[src/atdg_pkg.sv]
// Shared types, widths and helper functions of the attention tile descriptor generator.
// Depends on nothing; every other file of the block imports it.
package atdg_pkg;

    localparam int TILE_ROWS  = 16;
    localparam int MAX_TILES  = 64;

    localparam int SEQ_W      = 11;
    localparam int ID_W       = 12;
    localparam int ROW_W      = 10;
    localparam int BASE_W     = 16;
    localparam int ACT_W      = 5;
    localparam int CFG_IDX_W  = 3;
    localparam int CFG_DATA_W = 16;

    // Tile indexes must be able to hold MAX_TILES itself.
    localparam int IDX_W      = $clog2(MAX_TILES + 1);

    // Row arithmetic is carried out wide enough for both tile rows and the sequence length.
    localparam int ROWX_W     = IDX_W + $clog2(TILE_ROWS) + 1;
    localparam int WIDE_W     = (ROWX_W > SEQ_W) ? ROWX_W : SEQ_W;

    // Ceiling division by TILE_ROWS as a multiplication by a rounded-up reciprocal.
    localparam int NUM_W      = SEQ_W + 1;
    localparam int DIV_SHIFT  = NUM_W + $clog2(TILE_ROWS);
    localparam int MUL_W      = DIV_SHIFT + 1;
    localparam int PROD_W     = NUM_W + MUL_W;
    localparam logic [MUL_W-1:0] DIV_MUL =
        MUL_W'(((2 ** DIV_SHIFT) + TILE_ROWS - 1) / TILE_ROWS);

    typedef enum logic [CFG_IDX_W-1:0] {
        REG_SEQ_LENGTH,
        REG_CAUSAL_MODE,
        REG_Q_EVEN_BASE,
        REG_Q_ODD_BASE,
        REG_K_EVEN_BASE,
        REG_K_ODD_BASE,
        REG_V_EVEN_BASE,
        REG_V_ODD_BASE
    } t_cfg_reg;

    typedef enum logic [0:0] {
        KIND_QUERY = 1'b0,
        KIND_PAIR  = 1'b1
    } t_kind;

    typedef struct packed {
        logic [SEQ_W-1:0]  seq_length;
        logic [IDX_W-1:0]  tiles;
        logic              causal_mode;
        logic [BASE_W-1:0] q_even_base;
        logic [BASE_W-1:0] q_odd_base;
        logic [BASE_W-1:0] k_even_base;
        logic [BASE_W-1:0] k_odd_base;
        logic [BASE_W-1:0] v_even_base;
        logic [BASE_W-1:0] v_odd_base;
    } t_cfg;

    typedef struct packed {
        t_kind             kind;
        logic [ID_W-1:0]   desc_id;
        logic [ROW_W-1:0]  start_row;
        logic [BASE_W-1:0] first_base;
        logic [BASE_W-1:0] second_base;
        logic [ACT_W-1:0]  row_count;
        logic              run_last;
    } t_desc;

    // Number of tiles in a run, saturated at MAX_TILES.
    function automatic logic [IDX_W-1:0] tile_count(input logic [SEQ_W-1:0] seq);
        logic [NUM_W-1:0]  num;
        logic [PROD_W-1:0] prod;
        logic [NUM_W-1:0]  quot;
        num  = NUM_W'(seq) + NUM_W'(TILE_ROWS - 1);
        prod = PROD_W'(num) * PROD_W'(DIV_MUL);
        quot = NUM_W'(prod >> DIV_SHIFT);
        if (quot > NUM_W'(MAX_TILES)) begin
            return IDX_W'(MAX_TILES);
        end
        return IDX_W'(quot);
    endfunction

    function automatic logic [WIDE_W-1:0] tile_row(input logic [IDX_W-1:0] idx);
        return WIDE_W'(idx) * WIDE_W'(TILE_ROWS);
    endfunction

    // Rows left from the tile's first row to the end of the sequence, at most one tile.
    function automatic logic [ACT_W-1:0] rows_left(input logic [IDX_W-1:0] idx,
                                                   input logic [SEQ_W-1:0] seq);
        logic [WIDE_W-1:0] row;
        logic [WIDE_W-1:0] rem;
        row = tile_row(idx);
        rem = (row < WIDE_W'(seq)) ? (WIDE_W'(seq) - row) : '0;
        if (rem > WIDE_W'(TILE_ROWS)) begin
            rem = WIDE_W'(TILE_ROWS);
        end
        return ACT_W'(rem);
    endfunction

endpackage

[src/atdg_cfg_regs.sv]
// Configuration register file of the descriptor generator.
// Depends on atdg_pkg; the tile count is worked out as seq_length is written.
module atdg_cfg_regs (
    input  logic                              i_clk,
    input  logic                              i_rst_n,
    input  logic                              i_cfg_wen,
    input  logic [atdg_pkg::CFG_IDX_W-1:0]    i_cfg_index,
    input  logic [atdg_pkg::CFG_DATA_W-1:0]   i_cfg_data,
    output atdg_pkg::t_cfg                    o_cfg
);
    import atdg_pkg::*;

    t_cfg r_cfg;
    t_cfg n_cfg;

    always_comb begin
        n_cfg = r_cfg;
        if (i_cfg_wen) begin
            case (t_cfg_reg'(i_cfg_index))
                REG_SEQ_LENGTH: begin
                    n_cfg.seq_length = i_cfg_data[SEQ_W-1:0];
                    n_cfg.tiles      = tile_count(i_cfg_data[SEQ_W-1:0]);
                end
                REG_CAUSAL_MODE: n_cfg.causal_mode = i_cfg_data[0];
                REG_Q_EVEN_BASE: n_cfg.q_even_base = i_cfg_data[BASE_W-1:0];
                REG_Q_ODD_BASE:  n_cfg.q_odd_base  = i_cfg_data[BASE_W-1:0];
                REG_K_EVEN_BASE: n_cfg.k_even_base = i_cfg_data[BASE_W-1:0];
                REG_K_ODD_BASE:  n_cfg.k_odd_base  = i_cfg_data[BASE_W-1:0];
                REG_V_EVEN_BASE: n_cfg.v_even_base = i_cfg_data[BASE_W-1:0];
                REG_V_ODD_BASE:  n_cfg.v_odd_base  = i_cfg_data[BASE_W-1:0];
                default:         n_cfg = r_cfg;
            endcase
        end
    end

    always_ff @(posedge i_clk) begin
        if (!i_rst_n) begin
            r_cfg <= '0;
        end else begin
            r_cfg <= n_cfg;
        end
    end

    assign o_cfg = r_cfg;

endmodule

[src/atdg_sequencer.sv]
// Run state of the descriptor generator and the descriptor built from it.
// Depends on atdg_pkg; the state advances once per accepted request.
module atdg_sequencer (
    input  logic             i_clk,
    input  logic             i_rst_n,
    input  logic             i_advance,
    input  logic             i_restart,
    input  atdg_pkg::t_cfg   i_cfg,
    output logic             o_emit,
    output atdg_pkg::t_desc  o_desc
);
    import atdg_pkg::*;

    logic [IDX_W-1:0] r_query_idx, n_query_idx;
    logic [IDX_W-1:0] r_key_idx,   n_key_idx;
    logic [IDX_W-1:0] r_key_limit, n_key_limit;
    logic [ID_W-1:0]  r_pair_id,   n_pair_id;
    logic             r_emit_query, n_emit_query;
    logic             r_run_active, n_run_active;

    logic [IDX_W-1:0] s_query_idx, s_key_idx, s_key_limit;
    logic [ID_W-1:0]  s_pair_id;
    logic             s_emit_query, s_run_active;
    logic [IDX_W-1:0] s_key_inc, s_query_inc;
    logic [IDX_W-1:0] s_tile_idx;
    logic             s_emit;
    t_desc            s_desc;

    always_comb begin
        // A restart clears the run before this request is served.
        if (i_restart) begin
            s_query_idx  = '0;
            s_key_idx    = '0;
            s_key_limit  = '0;
            s_pair_id    = '0;
            s_emit_query = 1'b1;
            s_run_active = (i_cfg.tiles != '0);
        end else begin
            s_query_idx  = r_query_idx;
            s_key_idx    = r_key_idx;
            s_key_limit  = r_key_limit;
            s_pair_id    = r_pair_id;
            s_emit_query = r_emit_query;
            s_run_active = r_run_active;
        end

        s_key_inc   = s_key_idx + IDX_W'(1);
        s_query_inc = s_query_idx + IDX_W'(1);
        s_tile_idx  = s_emit_query ? s_query_idx : s_key_idx;

        n_query_idx  = s_query_idx;
        n_key_idx    = s_key_idx;
        n_key_limit  = s_key_limit;
        n_pair_id    = s_pair_id;
        n_emit_query = s_emit_query;
        n_run_active = s_run_active;
        s_emit       = 1'b0;

        s_desc.start_row = ROW_W'(tile_row(s_tile_idx));
        s_desc.row_count = rows_left(s_tile_idx, i_cfg.seq_length);
        s_desc.run_last  = 1'b0;
        if (s_emit_query) begin
            s_desc.kind        = KIND_QUERY;
            s_desc.desc_id     = ID_W'(s_query_idx);
            s_desc.first_base  = s_query_idx[0] ? i_cfg.q_odd_base : i_cfg.q_even_base;
            s_desc.second_base = '0;
        end else begin
            s_desc.kind        = KIND_PAIR;
            s_desc.desc_id     = s_pair_id;
            s_desc.first_base  = s_key_idx[0] ? i_cfg.k_odd_base : i_cfg.k_even_base;
            s_desc.second_base = s_key_idx[0] ? i_cfg.v_odd_base : i_cfg.v_even_base;
        end

        if (s_run_active) begin
            if (s_emit_query) begin
                if (s_query_idx >= i_cfg.tiles) begin
                    n_run_active = 1'b0;
                end else begin
                    s_emit       = 1'b1;
                    n_key_limit  = i_cfg.causal_mode ? s_query_inc : i_cfg.tiles;
                    n_key_idx    = '0;
                    n_emit_query = 1'b0;
                end
            end else begin
                s_emit    = 1'b1;
                n_pair_id = s_pair_id + ID_W'(1);
                if (s_key_inc >= s_key_limit) begin
                    n_query_idx  = s_query_inc;
                    n_key_idx    = '0;
                    n_emit_query = 1'b1;
                    if (s_query_inc >= i_cfg.tiles) begin
                        n_run_active    = 1'b0;
                        s_desc.run_last = 1'b1;
                    end
                end else begin
                    n_key_idx = s_key_inc;
                end
            end
        end
    end

    always_ff @(posedge i_clk) begin
        if (!i_rst_n) begin
            r_query_idx  <= '0;
            r_key_idx    <= '0;
            r_key_limit  <= '0;
            r_pair_id    <= '0;
            r_emit_query <= 1'b1;
            r_run_active <= 1'b0;
        end else if (i_advance) begin
            r_query_idx  <= n_query_idx;
            r_key_idx    <= n_key_idx;
            r_key_limit  <= n_key_limit;
            r_pair_id    <= n_pair_id;
            r_emit_query <= n_emit_query;
            r_run_active <= n_run_active;
        end
    end

    assign o_emit = s_emit;
    assign o_desc = s_desc;

endmodule

[src/atdg_out_stage.sv]
// Output register with a skid slot for the descriptor channel.
// Depends on atdg_pkg for the descriptor type.
module atdg_out_stage (
    input  logic             i_clk,
    input  logic             i_rst_n,
    input  logic             i_push,
    input  atdg_pkg::t_desc  i_desc,
    output logic             o_full,
    output logic             o_valid,
    input  logic             i_stall,
    output atdg_pkg::t_desc  o_desc
);
    import atdg_pkg::*;

    logic  r_out_valid, n_out_valid;
    logic  r_skid_valid, n_skid_valid;
    t_desc r_out, n_out;
    t_desc r_skid, n_skid;
    logic  s_take;

    assign s_take = r_out_valid && !i_stall;

    always_comb begin
        n_out_valid  = r_out_valid;
        n_skid_valid = r_skid_valid;
        n_out        = r_out;
        n_skid       = r_skid;
        if (r_skid_valid) begin
            // No push can arrive while the skid slot is occupied.
            if (s_take) begin
                n_out        = r_skid;
                n_skid_valid = 1'b0;
            end
        end else if (i_push) begin
            if (!r_out_valid || s_take) begin
                n_out       = i_desc;
                n_out_valid = 1'b1;
            end else begin
                n_skid       = i_desc;
                n_skid_valid = 1'b1;
            end
        end else if (s_take) begin
            n_out_valid = 1'b0;
        end
    end

    always_ff @(posedge i_clk) begin
        if (!i_rst_n) begin
            r_out_valid  <= 1'b0;
            r_skid_valid <= 1'b0;
        end else begin
            r_out_valid  <= n_out_valid;
            r_skid_valid <= n_skid_valid;
        end
    end

    always_ff @(posedge i_clk) begin
        r_out  <= n_out;
        r_skid <= n_skid;
    end

    assign o_full  = r_skid_valid;
    assign o_valid = r_out_valid;
    assign o_desc  = r_out;

endmodule

[src/attention_tile_descriptor_generator.sv]
// Top level of the attention tile descriptor generator.
// Depends on atdg_pkg, atdg_cfg_regs, atdg_sequencer and atdg_out_stage.

// Every accepted request is served at its accepting edge: the run state advances there and
// the descriptor it yields, if any, lands in the output register or the skid slot, so one
// request and one descriptor per cycle are sustained while o_stall is low, as the tile
// counters update at each accepted request. A two-entry output stage (register plus skid
// slot) lets requests keep coming while a descriptor waits; the request side stalls only
// when both entries are full. Requests that yield nothing (an idle advance, an empty run)
// produce no output. The tile count is derived at the moment seq_length is written, so a
// request may follow a configuration write in the very next cycle.
module attention_tile_descriptor_generator (
    input  logic                             i_clk,
    input  logic                             i_rst_n,
    input  logic                             i_valid,
    output logic                             o_stall,
    input  logic                             i_restart,
    input  logic                             i_cfg_wen,
    input  logic [atdg_pkg::CFG_IDX_W-1:0]   i_cfg_index,
    input  logic [atdg_pkg::CFG_DATA_W-1:0]  i_cfg_data,
    output logic                             o_valid,
    input  logic                             i_stall,
    output logic                             o_kind,
    output logic [atdg_pkg::ID_W-1:0]        o_desc_id,
    output logic [atdg_pkg::ROW_W-1:0]       o_start_row,
    output logic [atdg_pkg::BASE_W-1:0]      o_first_base,
    output logic [atdg_pkg::BASE_W-1:0]      o_second_base,
    output logic [atdg_pkg::ACT_W-1:0]       o_row_count,
    output logic                             o_run_last
);
    import atdg_pkg::*;

    t_cfg  s_cfg;
    t_desc s_seq_desc;
    t_desc s_out_desc;
    logic  s_emit;
    logic  s_full;
    logic  s_accept;

    assign o_stall  = s_full;
    assign s_accept = i_valid && !s_full;

    atdg_cfg_regs u_cfg_regs (
        .i_clk       (i_clk),
        .i_rst_n     (i_rst_n),
        .i_cfg_wen   (i_cfg_wen),
        .i_cfg_index (i_cfg_index),
        .i_cfg_data  (i_cfg_data),
        .o_cfg       (s_cfg)
    );

    atdg_sequencer u_sequencer (
        .i_clk     (i_clk),
        .i_rst_n   (i_rst_n),
        .i_advance (s_accept),
        .i_restart (i_restart),
        .i_cfg     (s_cfg),
        .o_emit    (s_emit),
        .o_desc    (s_seq_desc)
    );

    atdg_out_stage u_out_stage (
        .i_clk   (i_clk),
        .i_rst_n (i_rst_n),
        .i_push  (s_accept && s_emit),
        .i_desc  (s_seq_desc),
        .o_full  (s_full),
        .o_valid (o_valid),
        .i_stall (i_stall),
        .o_desc  (s_out_desc)
    );

    assign o_kind        = s_out_desc.kind;
    assign o_desc_id     = s_out_desc.desc_id;
    assign o_start_row   = s_out_desc.start_row;
    assign o_first_base  = s_out_desc.first_base;
    assign o_second_base = s_out_desc.second_base;
    assign o_row_count   = s_out_desc.row_count;
    assign o_run_last    = s_out_desc.run_last;

endmodule
[config.mk]
export PLATFORM = sky130hd
export DESIGN_NAME = attention_tile_descriptor_generator
export DESIGN_NICKNAME = d
export VERILOG_FILES = /design/src/atdg_pkg.sv /design/src/atdg_cfg_regs.sv /design/src/atdg_sequencer.sv /design/src/atdg_out_stage.sv /design/src/attention_tile_descriptor_generator.sv
export SDC_FILE = /design/constraint.sdc
export NUM_CORES = 1
export LEC_CHECK = 0
export ABC_CLOCK_PERIOD_IN_PS = 11090
export BUFFER_PORTS_ARGS = -buffer_cell sky130_fd_sc_hd__buf_2
export CAP_MARGIN = 15
export CORE_ASPECT_RATIO = 1.5
export CORE_MARGIN = 2
export CORE_UTILIZATION = 39
export DETAILED_ROUTE_END_ITERATION = 6
export HOLD_SLACK_MARGIN = 0.06
export MAX_ROUTING_LAYER = met4
export PLACE_DENSITY = 0.65
export SLEW_MARGIN = 20
export SYNTH_ARGS = -nofsm -noshare
export SYNTH_HDL_FRONTEND = slang
export SYNTH_SLANG_ARGS = --single-unit
[constraint.sdc]
create_clock -name i_clk -period 11.09 [get_ports i_clk]
set_clock_uncertainty 0.05 [all_clocks]
set_input_delay 0 -clock i_clk [delete_from_list [all_inputs] [get_ports i_clk]]
set_output_delay 0 -clock i_clk [all_outputs]
set_load 0.1 [all_outputs]
After elaboration in Yosys (flattened, before gate mapping)
Cells that the tools add are included.

Flip-flop bits (word level): 270. Word-level logic and storage cells: 134.

$add $sub $neg: 5. Order comparisons: 6. Equality and inequality tests: 9. Mux-type cells: 58. Bitwise gates (word level): 2. Reduce and logical (&&, ||, !) cells: 23.

Operator list (number): $mux W61 (4); $mux W7 (17); $mux W12 (4); $mux W16 (3); $mux W32 (1); $mux W1 (27); $ge A7 B7 Y1 (3); $reduce_and A2 Y1 (8); $add A7 B1 Y7 const B (2); $mux W13 (1); $add A11 B4 Y12 const B (1); $add A12 B1 Y12 const B (1); $eq A3 B3 Y1 const B (4); $gt A12 B5 Y1 const B (1); $sub A11 B11 Y12 (1); $lt A11 B11 Y1 (1); $reduce_and A3 Y1 (3); $gt A8 B7 Y1 const B (1); $reduce_bool A7 Y1 (1); $eq A3 B2 Y1 const B (2); $reduce_bool A2 Y1 (3); $mux W5 (1); $ne A2 B2 Y1 const B (2); $eq A3 B1 Y1 const B (1); 5 further kinds (10).

Longest topological paths before layout
Word-level depth: 10. Depth in mapped cells: 17.

Hierarchy
From an unflattened synthesis, not the netlist that was laid out.

Cells, all modules: 1254. Area, all modules: 12731.0 um2.

Modules (own cells, without submodules): atdg_out_stage (times used 1, cells each 203, area an instance 4694.5 um2, sequential area each 3703.6 um2); atdg_cfg_regs (times used 1, cells each 545, area an instance 4275.4 um2, sequential area each 2302.2 um2); atdg_sequencer (times used 1, cells each 504, area an instance 3746.1 um2, sequential area each 700.7 um2); attention_tile_descriptor_generator (times used 1, cells each 2, area an instance 15.0 um2, sequential area each 0.0 um2).

Least setup slack after synthesis
Ideal clock, no wire load.

Path kind: input to register. Start: in i_restart. End: reg u_out_stage.r_out, in the netlist u_out_stage.o_desc[0] (enable). Library setup time: 491 ps. Arrival: 4946 ps. Path slack: 5603 ps. Cell stages on the path: 12. Path buffers: 4. Cells stage by stage: buf_2 > buf_1 > clkbuf_1 > clkbuf_1 > nor2b_1 > ha_1 > nand2_1 > a221oi_1 > o211a_1 > o21ai_0 > a22oi_1 > a21oi_1.

Cells in the longest elaborated chain, start to end: 8. Elaborated cells between the ends (all ways): 10. Those cells by class: order compare: 1; mux: 6; reduce/logical: 3.

Ends and longest elaborated chain: from (decl) (RTL line attention_tile_descriptor_generator.sv:17) `input logic i_restart,`; $mux W7 (RTL line atdg_sequencer.sv:31) `if (i_restart) begin`; $ge A7 B7 Y1 (RTL line atdg_sequencer.sv:76) `if (s_query_idx >= i_cfg.tiles) begin`; $mux W1 (RTL line atdg_sequencer.sv:76); $mux W1 (RTL line atdg_sequencer.sv:75) `if (s_emit_query) begin`; $mux W1 (*) (RTL line atdg_sequencer.sv:74) `if (s_run_active) begin`; $logic_and A1 B1 Y1 (*) (RTL line attention_tile_descriptor_generator.sv:65) `.i_push (s_accept && s_emit),`; $reduce_bool A2 Y1 (no source line) (*); $reduce_and A3 Y1 (no source line) (*); to (signal assigned) (RTL line atdg_out_stage.sv:58) `r_out <= n_out;`; to (decl) (RTL line atdg_out_stage.sv:17) `t_desc r_out, n_out;`.

Mark *: on every way between the ends. The rest lies on a longest branch, timed or not. A chain may end at the register's enable or synchronous reset.

Final worst setup path
Start: reg u_sequencer.r_key_idx[0]. End: reg u_sequencer.r_emit_query.

Cells in the longest elaborated chain, start to end: 6.

Ends and longest elaborated chain: from (decl) (RTL line atdg_sequencer.sv:15) `logic [IDX_W-1:0] r_key_idx, n_key_idx;`; from (signal assigned) (RTL line atdg_sequencer.sv:112) `r_key_idx <= n_key_idx;`; $mux W7 (RTL line atdg_sequencer.sv:31); $add A7 B1 Y7 (RTL line atdg_sequencer.sv:47) `s_key_inc = s_key_idx + IDX_W'(1);`; $ge A7 B7 Y1 (RTL line atdg_sequencer.sv:87) `if (s_key_inc >= s_key_limit) begin`; $mux W1 (RTL line atdg_sequencer.sv:87); $mux W1 (RTL line atdg_sequencer.sv:75); $mux W1 (RTL line atdg_sequencer.sv:74); to (signal assigned) (RTL line atdg_sequencer.sv:115) `r_emit_query <= n_emit_query;`; to (decl) (RTL line atdg_sequencer.sv:18) `logic r_emit_query, n_emit_query;`.

Every way passes these cells.

==> summary.txt <==
Slew Limit Fails = 0
Critical path class = register to register
Number of synthesized flops with an enable pin = 114
Critical Path End Type = register
Sink Count = 266
Clock slew at reported path FFs = 0.07 ns
Synthesized instance count = 1,283
Antenna Violating Nets Remaining = 0
Crit path depth = 14
Global-route wire length before repair = 50,160 µm
H-Tree Depth = 1
Post-route cell area = 0.01422 mm²
Count leader, synth = nand2_1
Max transition margin = 27.78%
# Post-CTS Setup Buffers = 0
Chip height = 222.8 µm
Worst Hold Path Cells = 3
Total gr overflow = 0
# port buffers = 83
CP peak stage delay = 0.47 ns
Post-synth top cells = 310 x nand2_1, 152 x dfxtp_1, 114 x edfxtp_1
Post-DP HPWL = 21,190 µm
Mean routed wirelength per cell = 17.75 µm
Asr flop ratio synth = 0%
Max Freq = 263.7 MHz
Antenna violations before repair = 1
Final Instance Count excl. Fillers = 1,778
Leakage = 0.005031 µW
Area of the die = 0.03340 mm²
Ys Warns = 0
CTS root buf = clkbuf_16
Setup TNS = 0 ns
Share of layout cells above drive strength 1 = 13.17%
CTS tree = built
Endpoints failing hold = 0
Cells on worst reg2reg path = 14
Die extent in x = 149.9 µm
Placed Area = 0.01317 mm²
Hold_buf cts = 24
Worst EP required = 11.43 ns
IO Count = 88
Final RePlAce weighted congestion = 0.8857
Ys flop type = dfxtp_1
Initial core utilization = 39.36%
Post_cts resized = 0
Drt first pass iters = 5
Post-Syn Area per Cell = 9.704 µm²
Inserted Clock Buffers = 25
Crit path DAT = 4.13 ns
Worst Hold Class = input pin to register
Unrepaired setup endpoints after global routing = no
Dpl cells = 1,708
Post-synthesis sequential area ratio = 51.93%
Endpoints failing setup = 0
Area Overhead vs Synth = 14.18%
Crit-path leading delay family = compound AO/OA/AOI/OAI gates
GRT Resource Usage Total = 19.48%
Fin crit period = 3.792 ns
First DRT Iteration DRCs = 762
Maximum clock path buffer count = 3
Crit-path cells = clkinv_1, nor2_1, ha_1, nand3_1, xor2_1, nor2_1, ha_1, a21o_1, a21o_1, a21oi_1, o21ai_1, and2_1, o21ai_0, a32oi_1
Synth area leaders = edfxtp_1 27%, dfxtp_1 24%, nand2_1 9.3%
Buf/Inv on CP = 1
Pwr Density = 141.5 mW/mm²
DR DRC count = 0
Place WS = 7.178 ns
Worst slew pin tran = 1.083 ns
Fin nets = 1,402
Top cell type's share of synthesized area = 27.49%
FF+latch count, synth = 266
Setup WS post-layout = 7.298 ns
Slowest CP cell = clkinv_1
Max VDD drop = 0.00008902 V
DR vias/cell = 5.316
Mapped Area = 0.01245 mm²
Period utilization = 34.19%
WL final = 31,560 µm
Core area = 0.03163 mm²
Largest area contributor in the synthesized netlist = edfxtp_1
Distinct cells, synth = 66
Maxcap violations = 0
Vias = 9,451
Vias in the first global route = 9,384
CP max FO = 17
Status = finished, final reports clean
Clk Latency, worst-skew pair = 0.54 ns
Largest net degree at the start of global routing = 91
FP Rows = 80
CP Launch Type = register
-- tightest hold or removal path, cell delays in order --
cell	delay [ns]
buf_2	0.10
buf_4	0.29
nor2_1	0.16
-- logic make-up after synthesis --
group           after synthesis  share of synthesized area, %
simple gates                486                         16.93
compound gates              293                         16.81
flops                       266                         51.93
buf+inv                     114                         3.718
mux                          72                         6.130
fa+ha+maj                    29                         2.894
xor+xnor                     22                         1.548
other cells                   1                       0.03012
-- final timing paths --
path	start	end	slack (ns)
worst max-delay path	u_sequencer.r_key_idx[0]	u_sequencer.r_emit_query	7.30
worst min-delay path	i_restart	u_out_stage.r_skid[43]	0.09
worst max register to register	u_sequencer.r_key_idx[0]	u_sequencer.r_emit_query	7.30
worst min register to register	u_cfg_regs.o_cfg[71]	u_cfg_regs.o_cfg[71]	0.41
-- per-stage QoR --
stage | power [µW] | utilization, % | hold slack [ns]
after detailed placement | 1168 | 41.64 | 0.2586
after global placement | 1167 | 41.64 | 0.2573
after CTS | 2029 | 44.93 | 0.07189
after floorplan | 1137 | - | 0.09492
final | 2012 | 44.94 | 0.09401
after global routing | 2076 | 44.94 | 0.1074
-- report_power, final --
group	leakage (µW)	internal, µW	switching (µW)
Sequential	0.00238	1030	6.25
Combinational	0.00226	35.8	86.3
Clock	0.000392	493	365
-- registers in the layout, summed over array words and instances, names as in the netlist --
signal / flops
u_out_stage.o_full: 1
u_cfg_regs.o_cfg: 115
u_sequencer.r_key_idx: 7
u_out_stage.o_valid: 1
u_sequencer.r_emit_query: 1
u_sequencer.r_key_limit: 7
u_sequencer.r_pair_id: 12
u_out_stage.o_desc: 57
u_sequencer.r_query_idx: 7
u_out_stage.r_skid: 57
u_sequencer.r_run_active: 1
-- routing by layer --
layer | global-route usage, % | vias up | part of all wire [%]
met5 | - | - | 0
met4 | 9.464 | 0 | 4.4
met3 | 1.848 | 76 | 3.5
met2 | 33.76 | 247 | 52
met1 | 22.34 | 4499 | 40
li1 | - | 4629 | -
-- layout by cell type (no fill, tap or decap), types with 16 or more instances in the layout --
| cell type | instances |
|---|---|
| a21boi_0 | 111 |
| a21oi_1 | 26 |
| buf_2 | 83 |
| buf_4 | 16 |
| clkbuf_16 | 25 |
| dfxtp_1 | 151 |
| dlygate4sd3_1 | 24 |
| edfxtp_1 | 114 |
| ha_1 | 28 |
| inv_1 | 24 |
| mux2_2 | 30 |
| mux2i_1 | 41 |
| nand2_1 | 310 |
| nand3_1 | 20 |
| nor2_1 | 55 |
| nor2b_1 | 26 |
| o21ai_0 | 46 |
| o221ai_1 | 16 |
| o31ai_1 | 23 |
-- layout make-up --
type | instances | area (µm²)
multi-input cells | 906 | 5557
clock buffers | 34 | 670.6
well taps | 410 | 513.0
flip-flops and latches | 266 | 6467
inverters | 27 | 101.3
clock inverters | 11 | 128.9
repair buffers | 123 | 775.7
fillers | 3048 | 17410
diodes | 1 | 2.502
Power figures use the tool's default switching activity.
